$ cat src/rtl/psu_pkg.sv
// Shared types, codes and constants for the PNG scanline unfilter.
package psu_pkg;

    // Line store geometry
    localparam int unsigned STORE_DEPTH = 16384;
    localparam int unsigned STORE_AW    = $clog2(STORE_DEPTH);

    // Limits
    localparam int unsigned MAX_WIDTH_DEF = 4096;
    localparam int unsigned MAX_HEIGHT    = 65535;

    // Column counter width, wraps like the stream counter
    localparam int unsigned COL_W = 15;

    // Queue between front and back
    localparam int unsigned QDEPTH = 2;
    localparam int unsigned QAW    = $clog2(QDEPTH);

    // Configuration port
    localparam int unsigned CFG_IDX_W  = 2;
    localparam int unsigned CFG_DATA_W = 16;
    localparam logic [CFG_IDX_W-1:0] CFG_IDX_WIDTH  = 2'd0;
    localparam logic [CFG_IDX_W-1:0] CFG_IDX_HEIGHT = 2'd1;
    localparam logic [CFG_IDX_W-1:0] CFG_IDX_MODE   = 2'd2;

    // Row filter codes
    localparam logic [2:0] FILT_NONE  = 3'd0;
    localparam logic [2:0] FILT_SUB   = 3'd1;
    localparam logic [2:0] FILT_UP    = 3'd2;
    localparam logic [2:0] FILT_AVG   = 3'd3;
    localparam logic [2:0] FILT_PAETH = 3'd4;
    localparam logic [2:0] FILT_BAD   = 3'd5;

    // Configuration registers
    typedef struct packed {
        logic [12:0] image_width;
        logic [15:0] image_height;
        logic        pixel_mode;
    } cfg_t;

    // One classified sample on its way to the back end
    typedef struct packed {
        logic [7:0]          data;
        logic [2:0]          filt;
        logic [STORE_AW-1:0] col;
        logic                first_row;
        logic                new_row;
        logic                row_end;
        logic                image_end;
    } entry_t;

endpackage

$ cat src/rtl/psu_queue.sv
// Short queue of classified samples between front and back end.
module psu_queue (
    input  logic             clk,
    input  logic             rst_n,
    input  logic             push,
    input  psu_pkg::entry_t  push_entry,
    input  logic             pop,
    output psu_pkg::entry_t  head,
    output logic             head_valid,
    output logic             full
);
    import psu_pkg::*;

    entry_t              slots [QDEPTH];
    logic [QAW-1:0]      wr_ptr_reg, rd_ptr_reg;
    logic [QAW:0]        count_reg, count_next;

    assign head       = slots[rd_ptr_reg];
    assign head_valid = count_reg != '0;
    assign full       = count_reg == (QAW+1)'(QDEPTH);

    always_comb
    begin
        count_next = count_reg;
        if (push && !pop)
            count_next = count_reg + (QAW+1)'(1);
        else if (pop && !push)
            count_next = count_reg - (QAW+1)'(1);
    end

    // Entry storage
    always_ff @(posedge clk)
    begin
        if (push)
            slots[wr_ptr_reg] <= push_entry;
    end

    // Pointers
    always_ff @(posedge clk or negedge rst_n)
    begin
        if (!rst_n)
        begin
            wr_ptr_reg <= '0;
            rd_ptr_reg <= '0;
            count_reg  <= '0;
        end
        else
        begin
            if (push)
                wr_ptr_reg <= (wr_ptr_reg == QAW'(QDEPTH - 1)) ? '0 : wr_ptr_reg + QAW'(1);
            if (pop)
                rd_ptr_reg <= (rd_ptr_reg == QAW'(QDEPTH - 1)) ? '0 : rd_ptr_reg + QAW'(1);
            count_reg <= count_next;
        end
    end

`ifndef SYNTHESIS
    a_no_overflow: assert property (@(posedge clk) disable iff (!rst_n)
        !(push && full))
        else $error("queue overflow");

    a_no_underflow: assert property (@(posedge clk) disable iff (!rst_n)
        pop |-> head_valid)
        else $error("queue underflow");
`endif

endmodule

$ cat config.mk
export PLATFORM = sky130hd
export DESIGN_NAME = psu_queue
export DESIGN_NICKNAME = d
export VERILOG_FILES = /design/src/rtl/psu_pkg.sv /design/src/rtl/psu_queue.sv
export SDC_FILE = /design/constraint.sdc
export NUM_CORES = 1
export LEC_CHECK = 0
export BUFFER_PORTS_ARGS = -buffer_cell sky130_fd_sc_hd__buf_4
export CAP_MARGIN = 10
export CORE_ASPECT_RATIO = 1.5
export CORE_MARGIN = 1
export CORE_UTILIZATION = 40
export DETAILED_ROUTE_END_ITERATION = 8
export HOLD_SLACK_MARGIN = 0.03
export PLACE_DENSITY = 0.68
export SYNTH_ARGS = -nofsm -noshare
export SYNTH_HDL_FRONTEND = slang
export SYNTH_SLANG_ARGS = --single-unit
export TNS_END_PERCENT = 1
$ cat constraint.sdc
create_clock -name clk -period 4.8 [get_ports clk]
set_input_delay 0.48 -clock clk [delete_from_list [all_inputs] [get_ports clk]]
set_output_delay 0.48 -clock clk [all_outputs]
set_load 0.05 [all_outputs]
After elaboration in Yosys (flattened, before gate mapping)
Memories as Yosys holds them, arrays and structs flattened.
Cells that the tools add are included.
Widths: inputs -> output; s select.
{ "op_classes": {"addsub": 4, "n_eq_ne": 1, "n_mux": 6, "n_reduce_logical": 6} }
{ "op_table": {"columns": ["op", "n"], "rows": [
  ["$mux 1", 4],
  ["$mux 2", 2],
  ["$reduce_bool 2->1", 2],
  ["$add 1x1->1 const B", 2],
  ["$add 2x1->2 const B", 1],
  ["$eq 2x2->1 const B", 1],
  ["$logic_and 1x1->1", 2],
  ["$logic_not 1->1", 2],
  ["$sub 2x1->2 const B", 1]
]} }
{ "totals": {"register_bits": 4, "ramBits": 58, "input_bits": 33, "out_inout_bits": 31, "word_cells": 21, "mem_count": 1} }
{ "mem_list": {"columns": ["memory", "words", "word_bits", "read_ports", "rd_clocked_by_memory_dff", "wr", "line", "text"], "rows": [
  ["slots", 2, 29, 1, 0, 1, "psu_queue.sv:14", "entry_t slots [QDEPTH];"]
]} }

Logic depth before layout (Yosys ltp)
{ "logic_depth": {"ltp_word": 4, "depth_mapped": 5, "ltp_nobuf": 5} }

Least setup slack after synthesis
No wires, ideal clock.
{ "synth_timing": {"path_kind": "input to register", "from": "in push", "to": "mem slots[0][0] (netlist name) (enable)", "setup_time_ps": 418, "arrival_time_ps": 1799, "t_required_ps": 4382, "path_slack_ps": 2582, "stages": 1, "n_path_buf": 0, "cell_sequence": "nor2b_1"} }
{ "synth_between": {"elab_chain_cells": 2} }
{ "synth_rtl": {"columns": ["element", "line", "text"], "rows": [
  ["start, declared", "psu_queue.sv:5", "input logic push,"],
  ["$mux 1", "psu_queue.sv:34", "if (push)"],
  ["$mux 1 (implied by the code)", "psu_queue.sv:35", "slots[wr_ptr_reg] <= push_entry;"],
  ["end, declared", "psu_queue.sv:14", null]
]} }
Every way passes these cells.

==> qor.csv <==
metric,value,unit
status,completed,
ys.flop_type,edfxtp_1,
grt_pass1_wl,6270,microns
clock.fmax,430,MHz
fin_area,3160,sq um
drt_first_pass_iters,4,
fill_cells,494,
routed_wl,3910,microns
hold_violations,0,
synth_xor_area_share,1.82,%
worstSetupStartpointType,register,
yosys.area.top_type,edfxtp_1,
diodes,0,
syn_nets,140,
cts_inserted_buffers,9,
maxSlewViolCount,0,
cts_resized,0,
detail-route-antenna-nets,0,
grt.overflow.total,0,
setup_viol,0,
synth.top_cell.area_share,72.6,%
netSwitchingPower,822,uW
dp_hpwl,2650,microns
routed_via_density,4.59,
drc,0,
ioPinCount,64,
nets,213,
min_period,2330,ps
antenna_found_initial,0,
worstPathCellList,mux2_4 -> buf_4,
power_leakage,1.30,nW
rsz0062_at_grt,false,
cts-root-buf,clkbuf_8,
maxSlewHeadroom,38.9,%
syn_to_final_growth,31.7,%
criticalPathCategory,reg2out,
rows,34,
yosysWarnings,0,
worstPathRequired,4320,ps
yosysSeqAreaShare,76.7,%
place_ws,2790,ps
layout-drive-gt1-share,59.2,%
cpPeakStageDelay,970,ps
combPwrFrac,40.9,%
power_density,694,nW/um^2
die_h,96.9,microns
power_switching_share,37.5,%
finalWorstSetupSlack,2470,ps
worst_slew_pin_slew,917,ps
gp_congestion,0.646,
synth.area.mux_share,18.1,%
dieArea,6320,sq um
synth_edf_count,58,
htree_levels,3,
synthTopCellsByArea,"edfxtp_1, mux2_4, dfrtp_1",
p_int,1.37,mW
synth-simple-area-share,1.20,%
instances_no_fill,256,
cts_tree,done,
wire_per_inst,15.3,microns
path_buf_inv,1,
yosysMostFrequentCell,edfxtp_1,
vias,1175,
postCtsHoldBufs,1,
drv_cap,0,
p_clk_share,21.4,%
crit_slowest_cell,dfrtp_2,
dp.cells,239,
synthAdderAreaFrac,0.521,%
ys_top_cells_by_count,"edfxtp_1, mux2_4, dfrtp_1, xor2_1, buf_6",
syn_inst,106,
drt_iter0_drc,19,
clkTransAtPathRegs,60,ps
grt_usage,14.0,%
cp_max_fo,30,
finalCritPeriodShare,48.5,%
utilization,54.6,%
largest_register_ffs,58,
die_w,65.2,microns
synth_compound_area_share,0,%
finClkSkew,5.43,ps
async_flop_share,6.45,%
synth_top_family_by_area,multiplexers,
clock_latency,320,ps
cts_setup_buffers,0,
hp-class,in2reg,
start_util,41.5,%
grt_pass1_vias,1315,
crit_arrival,1850,ps
p_seq_share,37.7,%
avgSynthCellArea,22.6,sq um
ir_worst_vdd,0.491,mV
coreArea,5790,sq um
netlist_area,2400,sq um
cp_top_family,flip-flops,
ys_types,12,
setup_tns,0,ps
cts_max_path_buffers,2,
grt_max_degree,31,
place_area,2950,sq um
crit_path_end_kind,primary output,
port_buffers,63,
cts_sinks,62,
ys_seq_elements,62,
-- stage by stage --
step / hold WS [ps] / power (mW)
6_report: 332 / 2.19
5_1_grt: 306 / 2.28
4_1_cts: 311 / 2.22
3_5_place_dp: 280 / 1.75
3_3_place_gp: 276 / 1.73
2_1_floorplan: 184 / 1.52
-- path summary, 6_finish.rpt --
path | startpoint | depth (start not counted) | endpoint | slack, ps
setup / recovery | rd_ptr_reg | 2 | head[24] | 2470
hold / removal | pop | 2 | rd_ptr_reg | 330
setup reg to reg | wr_ptr_reg | 2 | slots[1][15] | 3090
hold reg to reg | count_reg[1] | 1 | count_reg[1] | 500
max in group asynchronous | rst_n | 2 | rd_ptr_reg | 4200
min in group asynchronous | rst_n | 2 | count_reg[0] | 480
-- worst reg2reg max path, delay by kind of cell (launching register included) --
kind                   cells  cell delay (ps)
buffers and inverters      1              370
AND/OR/NAND/NOR            1              620
flip-flops                 1              410
-- area by class of cell --
| type | instances | area, sq um | share of cell area (%) |
|---|---|---|---|
| well taps | 72 | 90.1 | 2.85 |
| flip-flops and latches | 62 | 1840 | 58.3 |
| clock buffers | 11 | 131 | 4.16 |
| repair buffers | 65 | 490 | 15.5 |
| multi-input cells | 40 | 528 | 16.7 |
| inverters | 1 | 3.75 | 0.119 |
| clock inverters | 5 | 73.8 | 2.34 |
-- per-layer routing --
metal | vias to the layer above | routed length [microns] | track usage (%)
met4 | 0 | 78 | 7.19
met3 | 7 | 237 | 6.37
met2 | 38 | 2220 | 24.0
met5 | - | 0 | 0
met1 | 578 | 1370 | 13.7
li1 | 552 | - | -
-- power by group through the flow --
| stage | Sequential, mW | Combinational (mW) | Clock [mW] |
|---|---|---|---|
| after global placement | 0.832 | 0.897 | 0 |
| final | 0.827 | 0.897 | 0.468 |
| after CTS | 0.831 | 0.910 | 0.484 |
| after global routing | 0.845 | 0.935 | 0.505 |
| after floorplan | 0.765 | 0.756 | 0 |
| after detailed placement | 0.841 | 0.907 | 0 |
-- cells by family after synthesis --
family / after synthesis
buffers and inverters: 4
multiplexers: 29
flip-flops: 62
XOR/XNOR: 5
adder cells (fa/ha/maj): 1
AND/OR/NAND/NOR: 5
-- cell usage in the layout, fill, tap and decap left out --
master | Yosys | layout
and2_1 | 1 | 1
buf_4 | 0 | 64
bufinv_16 | 0 | 2
clkbuf_1 | 0 | 2
clkbuf_8 | 0 | 9
clkinv_1 | 0 | 1
clkinv_2 | 0 | 2
dfrtp_1 | 4 | 3
dfrtp_2 | 0 | 1
dlygate4sd3_1 | 0 | 1
edfxtp_1 | 58 | 58
ha_1 | 1 | 1
inv_1 | 1 | 1
mux2_4 | 29 | 29
nor2_1 | 1 | 1
nor2b_1 | 2 | 1
nor2b_4 | 0 | 1
or2_2 | 1 | 1
xnor2_1 | 1 | 1
xor2_1 | 4 | 4
(Power assumes the default switching activity.)
