`src/rtl/psu_pkg.sv`:
```
// Shared types, codes and constants for the PNG scanline unfilter.
package psu_pkg;

    // Line store geometry
    localparam int unsigned STORE_DEPTH = 16384;
    localparam int unsigned STORE_AW    = $clog2(STORE_DEPTH);

    // Limits
    localparam int unsigned MAX_WIDTH_DEF = 4096;
    localparam int unsigned MAX_HEIGHT    = 65535;

    // Column counter width, wraps like the stream counter
    localparam int unsigned COL_W = 15;

    // Queue between front and back
    localparam int unsigned QDEPTH = 2;
    localparam int unsigned QAW    = $clog2(QDEPTH);

    // Configuration port
    localparam int unsigned CFG_IDX_W  = 2;
    localparam int unsigned CFG_DATA_W = 16;
    localparam logic [CFG_IDX_W-1:0] CFG_IDX_WIDTH  = 2'd0;
    localparam logic [CFG_IDX_W-1:0] CFG_IDX_HEIGHT = 2'd1;
    localparam logic [CFG_IDX_W-1:0] CFG_IDX_MODE   = 2'd2;

    // Row filter codes
    localparam logic [2:0] FILT_NONE  = 3'd0;
    localparam logic [2:0] FILT_SUB   = 3'd1;
    localparam logic [2:0] FILT_UP    = 3'd2;
    localparam logic [2:0] FILT_AVG   = 3'd3;
    localparam logic [2:0] FILT_PAETH = 3'd4;
    localparam logic [2:0] FILT_BAD   = 3'd5;

    // Configuration registers
    typedef struct packed {
        logic [12:0] image_width;
        logic [15:0] image_height;
        logic        pixel_mode;
    } cfg_t;

    // One classified sample on its way to the back end
    typedef struct packed {
        logic [7:0]          data;
        logic [2:0]          filt;
        logic [STORE_AW-1:0] col;
        logic                first_row;
        logic                new_row;
        logic                row_end;
        logic                image_end;
    } entry_t;

endpackage

```
`src/rtl/psu_front.sv`:
```
// Front end: takes stream bytes, tracks rows and columns, classifies samples.
module psu_front #(
    parameter int unsigned MAX_WIDTH = psu_pkg::MAX_WIDTH_DEF
) (
    input  logic             clk,
    input  logic             rst_n,
    input  psu_pkg::cfg_t    cfg,
    input  logic             in_valid,
    output logic             in_ready,
    input  logic [7:0]       data_byte,
    input  logic             image_start,
    input  logic             q_full,
    output logic             q_push,
    output psu_pkg::entry_t  q_entry
);
    import psu_pkg::*;

    localparam int unsigned RBW = $clog2(4 * MAX_WIDTH + 1);

    logic [COL_W-1:0] byte_column_reg, byte_column_next;
    logic [15:0]      row_count_reg, row_count_next;
    logic [2:0]       row_filter_reg, row_filter_next;
    logic             first_row_reg, first_row_next;
    logic             expect_reg, expect_next;
    logic             new_row_reg, new_row_next;

    logic             accept;
    logic             expect_eff;
    logic             first_eff;
    logic [15:0]      row_count_eff;
    logic [COL_W-1:0] col_eff;
    logic [COL_W-1:0] col_inc;
    logic [RBW-1:0]   width_eff;
    logic [RBW-1:0]   row_bytes;
    logic [15:0]      height_eff;
    logic             row_done;
    logic             last_row;

    assign in_ready = !q_full;
    assign accept   = in_valid && in_ready;

    // Clamped geometry
    always_comb
    begin
        if (cfg.image_width == '0)
            width_eff = RBW'(1);
        else if ({19'd0, cfg.image_width} > 32'(MAX_WIDTH))
            width_eff = RBW'(MAX_WIDTH);
        else
            width_eff = RBW'(cfg.image_width);

        if (cfg.image_height == '0)
            height_eff = 16'd1;
        else if ({16'd0, cfg.image_height} > 32'(MAX_HEIGHT))
            height_eff = 16'(MAX_HEIGHT);
        else
            height_eff = cfg.image_height;
    end

    assign row_bytes = cfg.pixel_mode ? (width_eff << 2) : (width_eff + (width_eff << 1));

    // Image start restarts counting before the byte is classified
    assign expect_eff    = image_start || expect_reg;
    assign first_eff     = image_start || first_row_reg;
    assign row_count_eff = image_start ? 16'd0 : row_count_reg;
    assign col_eff       = image_start ? '0 : byte_column_reg;
    assign col_inc       = col_eff + COL_W'(1);
    assign row_done      = 32'(col_inc) >= 32'(row_bytes);
    assign last_row      = ({1'b0, row_count_eff} + 17'd1) >= {1'b0, height_eff};

    // Queue entry for a sample byte
    assign q_push            = accept && !expect_eff;
    assign q_entry.data      = data_byte;
    assign q_entry.filt      = row_filter_reg;
    assign q_entry.col       = col_eff[STORE_AW-1:0];
    assign q_entry.first_row = first_eff;
    assign q_entry.new_row   = new_row_reg;
    assign q_entry.row_end   = row_done;
    assign q_entry.image_end = row_done && last_row;

    // Row and column tracking
    always_comb
    begin
        byte_column_next = byte_column_reg;
        row_count_next   = row_count_reg;
        row_filter_next  = row_filter_reg;
        first_row_next   = first_row_reg;
        expect_next      = expect_reg;
        new_row_next     = new_row_reg;
        if (accept)
        begin
            if (expect_eff)
            begin
                row_filter_next  = (data_byte > {5'd0, FILT_PAETH}) ? FILT_BAD
                                                                    : data_byte[2:0];
                byte_column_next = '0;
                row_count_next   = row_count_eff;
                first_row_next   = first_eff;
                expect_next      = 1'b0;
                new_row_next     = 1'b1;
            end
            else
            begin
                new_row_next     = 1'b0;
                byte_column_next = col_inc;
                row_count_next   = row_count_eff;
                first_row_next   = first_eff;
                if (row_done)
                begin
                    byte_column_next = '0;
                    expect_next      = 1'b1;
                    if (last_row)
                    begin
                        row_count_next = 16'd0;
                        first_row_next = 1'b1;
                    end
                    else
                    begin
                        row_count_next = row_count_eff + 16'd1;
                        first_row_next = 1'b0;
                    end
                end
            end
        end
    end

    always_ff @(posedge clk or negedge rst_n)
    begin
        if (!rst_n)
        begin
            byte_column_reg <= '0;
            row_count_reg   <= '0;
            row_filter_reg  <= FILT_NONE;
            first_row_reg   <= 1'b1;
            expect_reg      <= 1'b1;
            new_row_reg     <= 1'b1;
        end
        else
        begin
            byte_column_reg <= byte_column_next;
            row_count_reg   <= row_count_next;
            row_filter_reg  <= row_filter_next;
            first_row_reg   <= first_row_next;
            expect_reg      <= expect_next;
            new_row_reg     <= new_row_next;
        end
    end

`ifndef SYNTHESIS
    // A pushed entry always stems from an accepted sample byte
    a_push_on_accept: assert property (@(posedge clk) disable iff (!rst_n)
        q_push |-> (in_valid && in_ready && !expect_eff))
        else $error("front pushed without an accepted sample");

    // The first sample after a filter byte is marked as a row start
    a_new_row_after_filter: assert property (@(posedge clk) disable iff (!rst_n)
        (accept && expect_eff) |=> new_row_reg && !expect_reg)
        else $error("filter byte did not open a row");
`endif

endmodule

```
`config.mk`:
```
export PLATFORM = sky130hd
export DESIGN_NAME = psu_front
export DESIGN_NICKNAME = d
export VERILOG_FILES = /design/src/rtl/psu_pkg.sv /design/src/rtl/psu_front.sv
export SDC_FILE = /design/constraint.sdc
export NUM_CORES = 1
export LEC_CHECK = 0
export ABC_AREA = 0
export BUFFER_PORTS_ARGS = -buffer_cell sky130_fd_sc_hd__buf_2
export CORE_UTILIZATION = 40
export CTS_CLUSTER_DIAMETER = 60
export DETAILED_ROUTE_END_ITERATION = 12
export PLACE_DENSITY_LB_ADDON = 0.1
export SLEW_MARGIN = 15
export SYNTH_ARGS = -nofsm -noshare
export SYNTH_HDL_FRONTEND = slang
export SYNTH_SLANG_ARGS = --single-unit
```
`constraint.sdc`:
```
create_clock -name clk -period 6.5 [get_ports clk]
set_input_delay 1.3 -clock clk [delete_from_list [all_inputs] [get_ports clk]]
set_output_delay 1.3 -clock clk [all_outputs]
set_load 0.02 [all_outputs]
```
Word level (Yosys, flattened, before mapping)
Index checks and enable logic that the tools add are counted.
{"block": "op_classes", "n_addsub": 4, "order_cmp": 4, "n_mux": 18, "n_reduce_logical": 12}
{"cell": "16-bit 2-to-1 mux", "n": 5}
{"cell": "15-bit 2-to-1 mux", "n": 5}
{"cell": "16-bit by 1-bit adder with 17-bit output, second input constant", "n": 1}
{"cell": "17-bit by 16-bit greater-or-equal comparator with 1-bit output", "n": 1}
{"cell": "16-bit by 1-bit adder with 16-bit output, second input constant", "n": 1}
{"cell": "16-bit zero test", "n": 1}
{"cell": "15-bit by 1-bit adder with 15-bit output, second input constant", "n": 1}
{"cell": "15-bit adder", "n": 1}
{"cell": "15-bit greater-or-equal comparator", "n": 1}
{"cell": "13-bit greater-than comparator, second input constant", "n": 1}
{"cell": "13-bit zero test", "n": 1}
{"cell": "13-bit 2-to-1 mux", "n": 1}
{"cell": "8-bit by 3-bit greater-than comparator with 1-bit output, second input constant", "n": 1}
{"cell": "1-bit 2-to-1 mux", "n": 6}
{"cell": "2-bit AND reduction", "n": 2}
{"cell": "1-bit logical AND", "n": 3}
{"cell": "3-bit 2-to-1 mux", "n": 1}
{"cell": "1-bit zero test", "n": 2}
{"cell": "1-bit logical OR", "n": 2}
{"cell": "2-bit nonzero test", "n": 1}
{"block": "word_totals", "regBits": 37, "inputBits": 43, "out_inout_bits": 31, "word_cells": 44}

Longest topological paths before layout
{"block": "depth", "depth_word": 8, "depth_mapped": 21, "mapped_depth_nobuf": 18}

Least setup slack after synthesis
Ideal clock, no wire load.
{"block": "synth_path", "path_type": "input -> output", "from": "input port cfg[24] (netlist bit)", "to": "output port q_entry[0] (netlist bit)", "arrival_time_ps": 4987, "t_required_ps": 5200, "path_slack_ps": 213, "path_stages": 16, "n_path_buf": 1, "cell_sequence": "clkbuf_1 nor4_1 nand4_1 a21oi_1 ha_1 o22a_1 nor2_1 a2111oi_4 a221oi_2 o41a_1 o32a_1 ha_1 nand4_1 o31ai_1 o31a_1 nor2b_1"}
{"item": "from (decl)", "line": "psu_front.sv:7", "rtl": "input psu_pkg::cfg_t cfg,"}
{"item": "to (decl)", "line": "psu_front.sv:14", "rtl": "output psu_pkg::entry_t q_entry"}

==> summary.txt <==
Status
  • Outcome: finished clean

Critical path
  • Reg2Reg Depth: 16
  • CP Buf/Inv Count: 3
  • CP Data Arrival Time: 4980 ps
  • FF-to-FF Start: byte_column_reg[0]
  • Worst Setup End Kind: primary output
  • Startpoint types: input port
  • R2R Path End: row_count_reg[12]
  • Top delay family on crit path: compound AO/OA/AOI/OAI gates
  • CP peak stage delay: approximately 450 ps
  • Req. time, crit path: 5200 ps
  • CP Max Fanout: 6
  • Flop2flop setup slack: ~2400 ps
  • Worst-path cell with the longest stage delay: a2111oi_4
  • Crit path kind: in2out
  • CP cell instances: buf_2 > nor4_1 > nand4_1 > a21oi_2 > ha_2 > o32ai_1 > a2111oi_4 > a221oi_2 > o41a_1 > o32a_1 > ha_1 > a21oi_1 > o21a_1 > o31ai_1 > o31a_1 > buf_4 > buf_2
  • CP dominant cell by count: buf_2

Floorplanning
  • Initial Util: 0.416
  • Die H: 103 um
  • Core area: 0.00986 sq mm
  • # rows: 36
  • Die area: 0.0107 sq mm
  • I/O pin count: 74
  • Die width: 103 um

Cells and area
  • Non-Filler Instances: 707
  • Nets: roughly 650
  • Diode count: 0
  • Largest register FFs: 16
  • Synthesis-to-layout area growth: 14.7%
  • Final core utilization: 0.477
  • Post-route cell area: approximately 0.0047 sq mm
  • Layout cells sized above 1: 0.216

STA
  • Fin Clk Skew: 6.50 ps
  • Setup TNS: 0 ps
  • Final Cycle Share: 0.965
  • Final setup violation count: 0
  • Tightest Pin Transition: 858 ps
  • Slew HR: 0.428
  • Final WS setup: 225 ps
  • Final Hold Fails: 0
  • Highest clock rate: around 160 MHz
  • Slew Limit Fails: 0
  • RSZ-0062 raised after global routing: no
  • Final Critical Period: 6280 ps
  • Worst hold margin: 516 ps

Clock network
  • H-tree Lvls: 2
  • Hold Buf Count CTS: 0
  • CTS tree: yes
  • Number of clock sinks: 37
  • Worst skew pair latency: 300 ps
  • Worst-path clk slew: 80 ps
  • Cts bufs inserted: 5
  • Clk buf depth: 2
  • Root Buffer: clkbuf_8

Drt
  • Antenna viol nets, final: 0
  • DR pass1 iterations: 4
  • Drt total wl: 10.8 mm
  • DRT iter0 DRCs: 160
  • WL/cell: 15.3 um
  • Vias: 3,940
  • DR vias/cell: 5.57
  • # DRC: 0

Yosys
  • Syn_nets: 592
  • FFs w/ async S/R, synth: 1.00
  • Synthesized cell area: 0.00410 sq mm
  • Post-synth EDFFs: 0
  • Syn Inst Count: 512
  • Seq/Total Area, Yosys: 0.227
  • Ys Warns: 0
  • Synthesized area per cell: around 8.0 sq um
  • Top_reg_cell synth: dfrtp_1
  • Distinct cells, synth: slightly above 70
  • #FFs+latches synth: 37

Place
  • Placed Cells: around 700
  • Pre-CTS WS: 122 ps
  • GPL Wtd Cong: 0.837
  • Placed Area: 0.00455 sq mm
  • DP HPWL: 8.35 mm
  • Port buffer count: between 70 and 80

Flow run
  • Max-cap violation count: 0

Pwr
  • Maximum VDD drop: 97.8 uV
  • P_int: ~0.44 mW
  • Final Power: 0.641 mW
  • Leakage power total: 2.28 nW
  • Logic pwr share: 0.282
  • Sequential share of power: 0.380
  • Net Sw Frac: 0.321
  • P_sw: 0.206 mW
  • PD cells: roughly 140 mW/mm^2
  • Clock power frac: 0.338

Hold path
  • Tightest Hold Check Type: reg2reg
  • Hold_sp: new_row_reg
  • Hold endpoint: new_row_reg
  • Hold path depth: 2

Global routing
  • Antenna violations before repair: 0
  • Largest net degree at the start of global routing: 38
  • Grt total ovfl: 0
  • GRT Total Usage: 0.210
  • Global-route wire length before repair: about 18 mm
  • Vias in the first global route: 3,613
worst reg2reg max path: cells and delay by family (launching register included):
kind / cells / cell delay (ps)
AO/OA/AOI/OAI: 5 / 1120
XOR/XNOR: 1 / 180
adder cells (fa/ha/maj): 2 / 510
buffers and inverters: 2 / 270
flip-flops: 1 / 380
AND/OR/NAND/NOR: 6 / 1520
synth_stat cells (3+ instances only):
cell type  count  area, sq um
nor2_1        65          244
ha_1          37          463
dfrtp_1       34          851
nand2_1       33          124
inv_1         31          116
a22o_1        28          245
a21oi_1       26          130
nor2b_1       23          144
o21ai_0       18         90.1
xnor2_1       18          158
clkbuf_1      17         63.8
xor2_1        16          140
nand3_1       15         75.1
buf_4         12         90.1
nand4_1       10         62.6
nand2b_1       9         56.3
nor3_1         8         40.0
nor4_1         7         43.8
and3_1         6         37.5
o21a_1         6         45.0
a31oi_1        5         31.3
buf_2          5         25.0
nand3b_1       5         37.5
o31ai_1        5         37.5
a211oi_1       4         30.0
a21o_1         3         22.5
and2_1         3         18.8
buf_1          3         11.3
buf_6          3         33.8
dfstp_2        3         78.8
o22ai_1        3         18.8
layout by cell type (no fill, tap or decap), drive strengths merged, types with 3 or more instances in the layout:
cell	Yosys	layout
dfrtp	34	34
xor2	16	16
and2	3	3
nand3b	6	6
o22ai	3	3
o31ai	5	5
xnor2	18	18
nand3	16	16
dfstp	3	3
nor3	9	9
o21a	6	6
o311ai	3	3
nand4	10	10
clkbuf	17	7
nand2b	10	10
a31oi	5	5
and3	7	7
a21oi	26	26
buf	23	94
nor2	65	65
o21ai	18	18
nor2b	23	23
a21o	3	3
a22o	28	28
inv	31	31
nand2	33	33
nor4	9	9
ha	37	37
a211oi	6	6
layer usage:
metal	wire, um	vias to the layer above	global-route usage
met2	4890	86	0.331
met3	385	8	0.0242
met4	69	0	0.0423
li1	-	1969	-
met5	0	-	0
met1	5440	1877	0.310
power by group through the flow:
stage	Sequential [mW]	Combinational (mW)	Clock, mW
finish	0.244	0.181	0.217
global placement	0.248	0.177	0
CTS	0.243	0.180	0.221
floorplan	0.247	0.125	0
detailed placement	0.248	0.179	0
global route	0.245	0.202	0.228
final cells by class:
cell class              count  area, sq um
repair buffers             94          523
inverters                  31          116
flip-flops and latches     37          930
well taps                 133          166
clock buffers               7         86.3
clock inverters             1         30.0
multi-input cells         404         2850
fillers                  1003         5160
cell families after synthesis:
group / after synthesis / synth area share
adders and majority gates: 37 / 0.113
buffers and inverters: 71 / 0.0830
AOI/OAI and AO/OA: 134 / 0.247
muxes: 1 / 0.00244
DFF: 37 / 0.227
xor gates and xnor gates: 34 / 0.0726
and+or+nand+nor: 198 / 0.256
worst max path at each step:
stage / startpoint / end / slack [ps] / cells after the start
global route: cfg[18] / q_entry[1] / 10 / 17
global placement: cfg[18] / q_entry[0] / 190 / 18
finish: cfg[18] / q_entry[1] / 220 / 17
CTS: cfg[18] / q_entry[0] / 90 / 18
floorplan: cfg[24] / q_entry[0] / 210 / 16
detailed placement: cfg[18] / q_entry[0] / 120 / 18
timing repair:
action	CTS	global route
gates resized for setup	0	7
buffers inserted	0	2
endpoints found under the setup margin	0	2
(Power assumes the default switching activity.)
